### src/hw/rtl/rkrf_pkg.sv
// ----------------------------------------------------------------------------
// rkrf_pkg
// Shared types and constants of the remote key repeat filter: report header
// values, register indexes and reset values, and the structs between stages.
// ----------------------------------------------------------------------------
package rkrf_pkg;

   localparam int unsigned CSR_INDEX_W = 8;
   localparam int unsigned CSR_DATA_W  = 16;
   localparam int unsigned TIME_W      = 32;
   localparam int unsigned KEY_W       = 8;
   localparam int unsigned COUNT_W     = 8;
   localparam int unsigned LENGTH_W    = 6;

   localparam logic [CSR_INDEX_W-1:0] CSR_REPEAT_WINDOW = 8'd0;
   localparam logic [CSR_INDEX_W-1:0] CSR_REPEAT_DELAY  = 8'd1;

   localparam logic [CSR_DATA_W-1:0] REPEAT_WINDOW_RESET = 16'd300;
   localparam logic [CSR_DATA_W-1:0] REPEAT_DELAY_RESET  = 16'd500;

   localparam logic [LENGTH_W-1:0] GOOD_LENGTH = 6'd6;
   localparam logic [7:0]          HEAD_ZERO   = 8'h00;
   localparam logic [7:0]          HEAD_ONE    = 8'h06;
   localparam logic [7:0]          HEAD_THREE  = 8'h0a;
   localparam logic [COUNT_W-1:0]  MIN_REPEATS = 8'd5;
   localparam logic [COUNT_W-1:0]  COUNT_MAX   = 8'hff;

   typedef struct packed {
      logic [LENGTH_W-1:0] report_length;
      logic [7:0]          head_byte_zero;
      logic [7:0]          head_byte_one;
      logic [KEY_W-1:0]    key_byte;
      logic [7:0]          head_byte_three;
      logic [TIME_W-1:0]   arrival_ms;
   } report_type;

   typedef struct packed {
      logic [CSR_DATA_W-1:0] repeat_window_ms;
      logic [CSR_DATA_W-1:0] repeat_delay_ms;
   } cfg_type;

   typedef struct packed {
      logic             load;
      logic [KEY_W-1:0] key;
   } result_type;

endpackage

### src/hw/rtl/rkrf_channels.sv
// ----------------------------------------------------------------------------
// rkrf channels
// Valid/ready channels of the filter: report requests and key responses.
// ----------------------------------------------------------------------------
interface rkrf_req_if;
   logic       valid;
   logic       ready;
   logic [5:0] report_length;
   logic [7:0] head_byte_zero;
   logic [7:0] head_byte_one;
   logic [7:0] key_byte;
   logic [7:0] head_byte_three;
   logic [31:0] arrival_ms;

   modport source (
      output valid, report_length, head_byte_zero, head_byte_one,
             key_byte, head_byte_three, arrival_ms,
      input  ready
   );
   modport sink (
      input  valid, report_length, head_byte_zero, head_byte_one,
             key_byte, head_byte_three, arrival_ms,
      output ready
   );
endinterface

interface rkrf_rsp_if;
   logic       valid;
   logic       ready;
   logic [7:0] key_event;

   modport source (output valid, key_event, input ready);
   modport sink (input valid, key_event, output ready);
endinterface

### src/hw/rtl/rkrf_csr.sv
// ----------------------------------------------------------------------------
// rkrf_csr
// Configuration registers: repeat window and repeat delay in milliseconds.
// ----------------------------------------------------------------------------
module rkrf_csr (
   input  logic                               clock,
   input  logic                               reset,
   input  logic                               csr_write_enable,
   input  logic [rkrf_pkg::CSR_INDEX_W-1:0]   csr_index,
   input  logic [rkrf_pkg::CSR_DATA_W-1:0]    csr_write_data,
   output rkrf_pkg::cfg_type                  cfg
);

   rkrf_pkg::cfg_type cfg_ff;
   rkrf_pkg::cfg_type cfg_in;

   always_comb begin
      cfg_in = cfg_ff;
      if (csr_write_enable) begin
         case (csr_index)
            rkrf_pkg::CSR_REPEAT_WINDOW: cfg_in.repeat_window_ms = csr_write_data;
            rkrf_pkg::CSR_REPEAT_DELAY:  cfg_in.repeat_delay_ms  = csr_write_data;
            default:                     cfg_in = cfg_ff;
         endcase
      end
   end

   always_ff @(posedge clock) begin
      if (reset) begin
         cfg_ff.repeat_window_ms <= rkrf_pkg::REPEAT_WINDOW_RESET;
         cfg_ff.repeat_delay_ms  <= rkrf_pkg::REPEAT_DELAY_RESET;
      end else begin
         cfg_ff <= cfg_in;
      end
   end

   assign cfg = cfg_ff;

endmodule

### src/hw/rtl/rkrf_input_stage.sv
// ----------------------------------------------------------------------------
// rkrf_input_stage
// Input register: holds one report until the filter core takes it.
// ----------------------------------------------------------------------------
module rkrf_input_stage (
   input  logic                 clock,
   input  logic                 reset,
   rkrf_req_if.sink             req_chan,
   input  logic                 take,
   output logic                 held_valid,
   output rkrf_pkg::report_type held_report
);

   logic                 valid_ff;
   logic                 valid_in;
   rkrf_pkg::report_type report_ff;
   rkrf_pkg::report_type report_in;
   logic                 transfer;

   assign req_chan.ready = !valid_ff || take;
   assign transfer       = req_chan.valid && req_chan.ready;

   always_comb begin
      valid_in  = valid_ff;
      report_in = report_ff;
      if (transfer) begin
         valid_in                  = 1'b1;
         report_in.report_length   = req_chan.report_length;
         report_in.head_byte_zero  = req_chan.head_byte_zero;
         report_in.head_byte_one   = req_chan.head_byte_one;
         report_in.key_byte        = req_chan.key_byte;
         report_in.head_byte_three = req_chan.head_byte_three;
         report_in.arrival_ms      = req_chan.arrival_ms;
      end else if (take) begin
         valid_in = 1'b0;
      end
   end

   always_ff @(posedge clock) begin
      if (reset) begin
         valid_ff <= 1'b0;
      end else begin
         valid_ff <= valid_in;
      end
   end

   always_ff @(posedge clock) begin
      report_ff <= report_in;
   end

   assign held_valid  = valid_ff;
   assign held_report = report_ff;

endmodule

### src/hw/rtl/rkrf_filter_core.sv
// ----------------------------------------------------------------------------
// rkrf_filter_core
// Header check, repeat detection and suppression decision for one report,
// with the key history state updated as a report with a good header is taken.
// ----------------------------------------------------------------------------
module rkrf_filter_core (
   input  logic                 clock,
   input  logic                 reset,
   input  rkrf_pkg::cfg_type    cfg,
   input  logic                 held_valid,
   input  rkrf_pkg::report_type held_report,
   input  logic                 slot_free,
   output logic                 take,
   output rkrf_pkg::result_type result
);

   logic [rkrf_pkg::KEY_W-1:0]   last_key_ff;
   logic [rkrf_pkg::KEY_W-1:0]   last_key_in;
   logic [rkrf_pkg::TIME_W-1:0]  last_seen_ff;
   logic [rkrf_pkg::TIME_W-1:0]  last_seen_in;
   logic [rkrf_pkg::TIME_W-1:0]  first_press_ff;
   logic [rkrf_pkg::TIME_W-1:0]  first_press_in;
   logic [rkrf_pkg::COUNT_W-1:0] repeats_ff;
   logic [rkrf_pkg::COUNT_W-1:0] repeats_in;

   logic                         header_ok;
   logic [rkrf_pkg::TIME_W-1:0]  window_end;
   logic [rkrf_pkg::TIME_W-1:0]  window_diff;
   logic [rkrf_pkg::TIME_W-1:0]  delay_end;
   logic [rkrf_pkg::TIME_W-1:0]  delay_diff;
   logic                         is_repeat;
   logic [rkrf_pkg::COUNT_W-1:0] repeats_next;
   logic                         suppress;
   logic                         emit;

   assign header_ok = (held_report.report_length == rkrf_pkg::GOOD_LENGTH)
                   && (held_report.head_byte_zero == rkrf_pkg::HEAD_ZERO)
                   && (held_report.head_byte_one == rkrf_pkg::HEAD_ONE)
                   && (held_report.head_byte_three == rkrf_pkg::HEAD_THREE);

   // wrap-aware compares: sign of the 32-bit difference
   assign window_end  = last_seen_ff + {16'd0, cfg.repeat_window_ms};
   assign window_diff = held_report.arrival_ms - window_end;
   assign delay_end   = first_press_ff + {16'd0, cfg.repeat_delay_ms};
   assign delay_diff  = held_report.arrival_ms - delay_end;

   assign is_repeat = (held_report.key_byte == last_key_ff) && window_diff[31];

   always_comb begin
      if (!is_repeat) begin
         repeats_next = '0;
      end else if (repeats_ff == rkrf_pkg::COUNT_MAX) begin
         repeats_next = repeats_ff;
      end else begin
         repeats_next = repeats_ff + 8'd1;
      end
   end

   assign suppress = is_repeat
                  && ((repeats_next < rkrf_pkg::MIN_REPEATS) || delay_diff[31]);
   assign emit     = header_ok && !suppress;
   assign take     = held_valid && (slot_free || !emit);

   assign result.load = take && emit;
   assign result.key  = held_report.key_byte;

   always_comb begin
      last_key_in    = last_key_ff;
      last_seen_in   = last_seen_ff;
      first_press_in = first_press_ff;
      repeats_in     = repeats_ff;
      if (take && header_ok) begin
         last_seen_in = held_report.arrival_ms;
         repeats_in   = repeats_next;
         if (!is_repeat) begin
            last_key_in    = held_report.key_byte;
            first_press_in = held_report.arrival_ms;
         end
      end
   end

   always_ff @(posedge clock) begin
      if (reset) begin
         last_key_ff    <= '0;
         last_seen_ff   <= '0;
         first_press_ff <= '0;
         repeats_ff     <= '0;
      end else begin
         last_key_ff    <= last_key_in;
         last_seen_ff   <= last_seen_in;
         first_press_ff <= first_press_in;
         repeats_ff     <= repeats_in;
      end
   end

   a_bad_header_keeps_state: assert property (
      @(posedge clock) disable iff (reset)
      (take && !header_ok) |=> ($stable(last_key_ff) && $stable(repeats_ff)
                               && $stable(last_seen_ff) && $stable(first_press_ff))
   ) else $error("rejected report changed key history");

   a_new_press_restarts: assert property (
      @(posedge clock) disable iff (reset)
      (take && header_ok && !is_repeat) |=> ((repeats_ff == '0)
                                            && (first_press_ff == last_seen_ff))
   ) else $error("new press did not restart repeat tracking");

   a_repeat_counts_up: assert property (
      @(posedge clock) disable iff (reset)
      (take && header_ok && is_repeat && (repeats_ff != rkrf_pkg::COUNT_MAX))
         |=> (repeats_ff == $past(repeats_ff) + 8'd1)
   ) else $error("repeat count did not advance by one");

endmodule

### src/hw/rtl/rkrf_output_stage.sv
// ----------------------------------------------------------------------------
// rkrf_output_stage
// Result register: holds one key event until the response transfer.
// ----------------------------------------------------------------------------
module rkrf_output_stage (
   input  logic                 clock,
   input  logic                 reset,
   input  rkrf_pkg::result_type result,
   output logic                 slot_free,
   rkrf_rsp_if.source           rsp_chan
);

   logic                       valid_ff;
   logic                       valid_in;
   logic [rkrf_pkg::KEY_W-1:0] key_ff;
   logic [rkrf_pkg::KEY_W-1:0] key_in;

   assign slot_free = !valid_ff || rsp_chan.ready;

   always_comb begin
      valid_in = valid_ff;
      key_in   = key_ff;
      if (result.load) begin
         valid_in = 1'b1;
         key_in   = result.key;
      end else if (rsp_chan.ready) begin
         valid_in = 1'b0;
      end
   end

   always_ff @(posedge clock) begin
      if (reset) begin
         valid_ff <= 1'b0;
      end else begin
         valid_ff <= valid_in;
      end
   end

   always_ff @(posedge clock) begin
      key_ff <= key_in;
   end

   assign rsp_chan.valid     = valid_ff;
   assign rsp_chan.key_event = key_ff;

endmodule

### src/hw/rtl/remote_key_repeat_filter.sv
// path: input register, combinational filter core, result register
// throughput: one report per cycle while the response side keeps taking
// a response stall holds the result register, the report behind it waits in
// the input register and the request side sees ready drop
// reset: synchronous, clears valid flags and key history, loads the
// repeat window (300 ms) and repeat delay (500 ms)
// ----------------------------------------------------------------------------
// remote_key_repeat_filter
// Checks remote-control report headers and passes key presses on, holding
// back auto-repeats until enough repeats and the repeat delay have passed.
// ----------------------------------------------------------------------------
module remote_key_repeat_filter (
   input  logic                               clock,
   input  logic                               reset,
   rkrf_req_if.sink                           req_chan,
   rkrf_rsp_if.source                         rsp_chan,
   input  logic                               csr_write_enable,
   input  logic [rkrf_pkg::CSR_INDEX_W-1:0]   csr_index,
   input  logic [rkrf_pkg::CSR_DATA_W-1:0]    csr_write_data
);

   rkrf_pkg::cfg_type    cfg;
   logic                 held_valid;
   rkrf_pkg::report_type held_report;
   logic                 take;
   logic                 slot_free;
   rkrf_pkg::result_type result;

   rkrf_csr u_csr (
      .clock            (clock),
      .reset            (reset),
      .csr_write_enable (csr_write_enable),
      .csr_index        (csr_index),
      .csr_write_data   (csr_write_data),
      .cfg              (cfg)
   );

   rkrf_input_stage u_input_stage (
      .clock       (clock),
      .reset       (reset),
      .req_chan    (req_chan),
      .take        (take),
      .held_valid  (held_valid),
      .held_report (held_report)
   );

   rkrf_filter_core u_filter_core (
      .clock       (clock),
      .reset       (reset),
      .cfg         (cfg),
      .held_valid  (held_valid),
      .held_report (held_report),
      .slot_free   (slot_free),
      .take        (take),
      .result      (result)
   );

   rkrf_output_stage u_output_stage (
      .clock     (clock),
      .reset     (reset),
      .result    (result),
      .slot_free (slot_free),
      .rsp_chan  (rsp_chan)
   );

endmodule

### src/flat_wrapper.sv
// flat-port wrapper written by rule: the top's interface ports become plain ports
module remote_key_repeat_filter_flat 
  (clock, reset, csr_write_enable, csr_index, csr_write_data, req_chan_valid, req_chan_report_length, req_chan_head_byte_zero, req_chan_head_byte_one, req_chan_key_byte, req_chan_head_byte_three, req_chan_arrival_ms, req_chan_ready, rsp_chan_valid, rsp_chan_key_event, rsp_chan_ready);
  rkrf_req_if req_chan_i ();
  rkrf_rsp_if rsp_chan_i ();
  input  logic clock;
  input  logic reset;
  input  logic csr_write_enable;
  input  logic [rkrf_pkg::CSR_INDEX_W-1:0] csr_index;
  input  logic [rkrf_pkg::CSR_DATA_W-1:0] csr_write_data;
  input wire logic [$bits(req_chan_i.valid)-1:0] req_chan_valid;
  input wire logic [$bits(req_chan_i.report_length)-1:0] req_chan_report_length;
  input wire logic [$bits(req_chan_i.head_byte_zero)-1:0] req_chan_head_byte_zero;
  input wire logic [$bits(req_chan_i.head_byte_one)-1:0] req_chan_head_byte_one;
  input wire logic [$bits(req_chan_i.key_byte)-1:0] req_chan_key_byte;
  input wire logic [$bits(req_chan_i.head_byte_three)-1:0] req_chan_head_byte_three;
  input wire logic [$bits(req_chan_i.arrival_ms)-1:0] req_chan_arrival_ms;
  output wire logic [$bits(req_chan_i.ready)-1:0] req_chan_ready;
  output wire logic [$bits(rsp_chan_i.valid)-1:0] rsp_chan_valid;
  output wire logic [$bits(rsp_chan_i.key_event)-1:0] rsp_chan_key_event;
  input wire logic [$bits(rsp_chan_i.ready)-1:0] rsp_chan_ready;
  assign req_chan_i.valid = req_chan_valid;
  assign req_chan_i.report_length = req_chan_report_length;
  assign req_chan_i.head_byte_zero = req_chan_head_byte_zero;
  assign req_chan_i.head_byte_one = req_chan_head_byte_one;
  assign req_chan_i.key_byte = req_chan_key_byte;
  assign req_chan_i.head_byte_three = req_chan_head_byte_three;
  assign req_chan_i.arrival_ms = req_chan_arrival_ms;
  assign req_chan_ready = req_chan_i.ready;
  assign rsp_chan_valid = rsp_chan_i.valid;
  assign rsp_chan_key_event = rsp_chan_i.key_event;
  assign rsp_chan_i.ready = rsp_chan_ready;
  remote_key_repeat_filter u_core (.clock(clock), .reset(reset), .req_chan(req_chan_i), .rsp_chan(rsp_chan_i), .csr_write_enable(csr_write_enable), .csr_index(csr_index), .csr_write_data(csr_write_data));
endmodule
### config.mk
export PLATFORM = sky130hd
export DESIGN_NAME = remote_key_repeat_filter_flat
export DESIGN_NICKNAME = d
export VERILOG_FILES = /design/src/hw/rtl/rkrf_pkg.sv /design/src/hw/rtl/rkrf_channels.sv /design/src/hw/rtl/rkrf_csr.sv /design/src/hw/rtl/rkrf_input_stage.sv /design/src/hw/rtl/rkrf_filter_core.sv /design/src/hw/rtl/rkrf_output_stage.sv /design/src/hw/rtl/remote_key_repeat_filter.sv /design/src/flat_wrapper.sv
export SDC_FILE = /design/constraint.sdc
export NUM_CORES = 1
export LEC_CHECK = 0
export ABC_AREA = 1
export BUFFER_PORTS_ARGS = -buffer_cell sky130_fd_sc_hd__buf_2
export CORE_UTILIZATION = 55
export DETAILED_ROUTE_END_ITERATION = 8
export GPL_TIMING_DRIVEN = 1
export PLACE_DENSITY = 0.75
export RECOVER_POWER = 50
export SYNTH_ARGS = -nofsm -noshare
export SYNTH_HDL_FRONTEND = slang
export SYNTH_SLANG_ARGS = --single-unit
### constraint.sdc
create_clock -name clock -period 7.6 [get_ports clock]
set_input_delay 1.52 -clock clock [delete_from_list [all_inputs] [get_ports clock]]
set_output_delay 1.52 -clock clock [all_outputs]
set_load 0.01 [all_outputs]
==> results.md <==
* Status: complete, but fails checks
* Failing checks: DRC, capacitance limit, slew limit
* GRT overflow at 0
* Clock latency on the worst-skew pair at roughly 430 ps
* FF+latch area at between 0.004 and 0.005 mm²
* Max Fclk at 181 MHz
* Synth area leaders: edfxtp_1 23%, dfxtp_1 22%, ha_1 12%
* RSZ-0062 raised after global routing: no
* Vias per inst at between 4 and 5
* GPL Wtd Cong at between 0.8 and 0.9
* Netlist cell types at 35
* Critical Path Slowest Stage Cell: nor2_1
* Worst Path Arrival at 4000 ps
* Core area at ~0.018 mm²
* TritonCTS clock tree: built
* Resize count post-CTS at 0
* Num ports at 109
* Crit Path Category: reg2out
* Setup TNS at 0 ps
* Reg-to-reg slack, setup at around 2100 ps
* Vias in the first global route at about 7,400
* Clk sinks at about 190
* Critical path required time at a little over 6000 ps
* Multi-input gate area at 0.00443 mm²
* Layout cell share with drive strength beyond 1 at around 11%
* Initial Utilization at between 50% and 60%
* Synth area leader: edfxtp_1
* Most common cell after layout, fill and taps aside: inv_1
* Synth top area share at between 20 and 25%
* CTS Buf Count at 17
* Hold Violations, Final at 0
* CP most frequent cell: nand2_1
* DR pass1 iterations at 8
* Syn Std Cell Area at 0.0103 mm²
* Site row count at approximately 50
* Detail Route Antenna Nets at 0
* Highest-count cells in the layout ignoring fill and taps: 272 x inv_1, 235 x nand2_1, 157 x nor2_1
* Port buffer count at ~110
* Die ar. at 0.0193 mm²
* Htree depth at 4
* Worst path max stage delay at around 560 ps
* Final Max Slew Viols at between 50 and 60
* Hold buffer count at CTS at 0
* Largest net degree at the start of global routing at between 50 and 60
* Area grow syn2layout at 11.7%
* Final HPWL DP at roughly 14 mm
* DRT iter0 DRCs at 514
* Hold WC Path Type: reg2reg
* Period utilization at between 70 and 80%
* Critical Path End Type: output port
* Final net count at roughly 1,500
* # Max-Cap Violations at 2
* Syn_nets at 1,448
* GR Util All Layers at approximately 22%
* Worst Path Max Fanout at 11
* DRC viols at 5
* Worst IR Drop VDD at 0.000167 V
* Die Height at 139 µm
* Seq/Total Area, Yosys at between 40% and 50%
* Synthesized area per cell at roughly 8.4 µm²
* Seq cells post-synth at 192
* Minimum clock period after layout at approximately 5500 ps
* Endpoints failing setup at 0
* Least-Margin Pin Slew at roughly 1900 ps
* Setup bufs post-CTS at 0
* Antenna cells at 0
* Global-route wire length before repair at 33.7 mm
* CP cell instances: fa_1 -> ha_1 -> nand2_1 -> nand2_1 -> a21oi_1 -> nand2_1 -> nand2_1 -> nand2_1 -> nand2_1 -> nand2_1 -> nand2_1 -> nand2_1 -> nor2_1 -> o31ai_1 -> nand3_1 -> nand2_1 -> nand2_1 -> nand3_1 -> buf_2
* Root buf cell: clkbuf_16
* DR vias at just under 8,000
* Startpoint Class: flip-flop
* Reg clk slew, reported paths at 70 ps
* DR WL/cell at 13.0 µm
* Overall power at about 2200 µW
* Slew HR at -25.9%
* Fill cells at ~1,500
* WL final at about 20 mm
* Die W at ~140 µm
* Synth warnings at 0
* Gate Count Post-Synth at around 1,200
* Setup Skew at 10.6 ps
* LEAKAGE at between 0.005 and 0.006 µW
* Initial antenna violation count at 0
* Power density over cell area at about 190 mW/mm²
* Clk buf depth at 2
-- critical path, delay by kind of cell (launching register included) --
kind	cells	cell delay, ps
AOI/OAI and AO/OA	2	310
adders and majority gates	2	860
buffers and inverters	1	180
DFF	1	490
and+or+nand+nor	14	1700
-- power breakdown --
group | internal [µW] | total (µW) | switching [µW]
Combinational | 71.8 | 170 | 98.7
Clock | 489 | 887 | 398
Sequential | 1110 | 1130 | 20.9
-- cells in the mapped netlist --
cell,instances
nand2_2,5
xnor2_1,9
nand3_2,2
nor4_1,9
a21oi_1,44
a21o_1,6
o21a_1,1
nor2_2,2
nand3_1,18
xor2_1,5
dfxtp_1,114
xnor2_2,1
nand4_1,40
and2_0,1
a21boi_0,1
nand2_1,234
buf_2,5
or2_0,1
edfxtp_1,78
buf_6,8
buf_4,5
fa_1,28
o21ai_0,38
or4_1,1
a31oi_1,1
clkbuf_1,22
o221ai_1,1
ha_1,95
inv_2,4
o31ai_1,1
nor2_1,157
inv_1,273
nor3_1,5
or2_2,1
o211ai_1,10
-- registers in the layout (all words and copies together), names as in the netlist --
| signal | count |
|---|---|
| u_core.u_csr.cfg | 32 |
| u_core.u_filter_core.first_press_ff | 32 |
| u_core.u_filter_core.last_key_ff | 8 |
| u_core.u_filter_core.last_seen_ff | 32 |
| u_core.u_filter_core.repeats_ff | 8 |
| u_core.u_input_stage.held_report | 70 |
| u_core.u_input_stage.held_valid | 1 |
| u_core.u_output_stage.rsp_chan.key_event | 8 |
| u_core.u_output_stage.rsp_chan.valid | 1 |
-- path summary, 6_finish.rpt --
check                                      start                                    to  depth (start not counted)
max reg2reg  u_core.u_input_stage.held_report[4]  u_core.u_input_stage.held_report[12]                         18
min                         u_core.u_csr.cfg[16]                  u_core.u_csr.cfg[16]                          2
max          u_core.u_input_stage.held_report[4]                        req_chan_ready                         19
min reg2reg                 u_core.u_csr.cfg[16]                  u_core.u_csr.cfg[16]                          2
-- layer usage --
metal	share of wire, %	up-vias	global-route usage, %
met3	4.5	25	4.14
met2	48	176	38.6
met4	1.7	0	7.13
met5	0	-	0
met1	45	3502	27.5
li1	-	4000	-
-- stage by stage --
stage                     std cells  utilization (%)  area [µm²]  hold WS (ps)  setup WS [ps]
after floorplan                1226                -       10300           433           3240
after global placement         1531             60.4       11000           454           2930
after detailed placement       1531             60.4       11000           461           2830
after CTS                      1563             63.6       11600           472           2340
after global routing           1563             63.4       11500           494           1510
final                          1563             63.4       11500           468           2080
-- layout make-up --
type                            instances  share of cell area (%)
Clock buffer                           17                    3.68
Multi-Input combinational cell        717                    38.4
Clock inverter                         15                    1.39
Tap cell                              229                    2.48
Timing Repair Buffer                  116                    5.02
Sequential cell                       192                    40.0
Inverter                              277                    9.00
-- cells by family (layout without fill, tap and decap cells) --
group / Yosys count / after routing / share of synthesized area (%)
XOR/XNOR: 15 / 15 / 1.34
flip-flops: 192 / 192 / 44.7
AO/OA/AOI/OAI: 103 / 103 / 5.50
adder cells (fa/ha/maj): 123 / 123 / 16.9
AND/OR/NAND/NOR: 476 / 476 / 19.2
buffers and inverters: 317 / 425 / 12.3
Power figures use the tool's default switching activity.
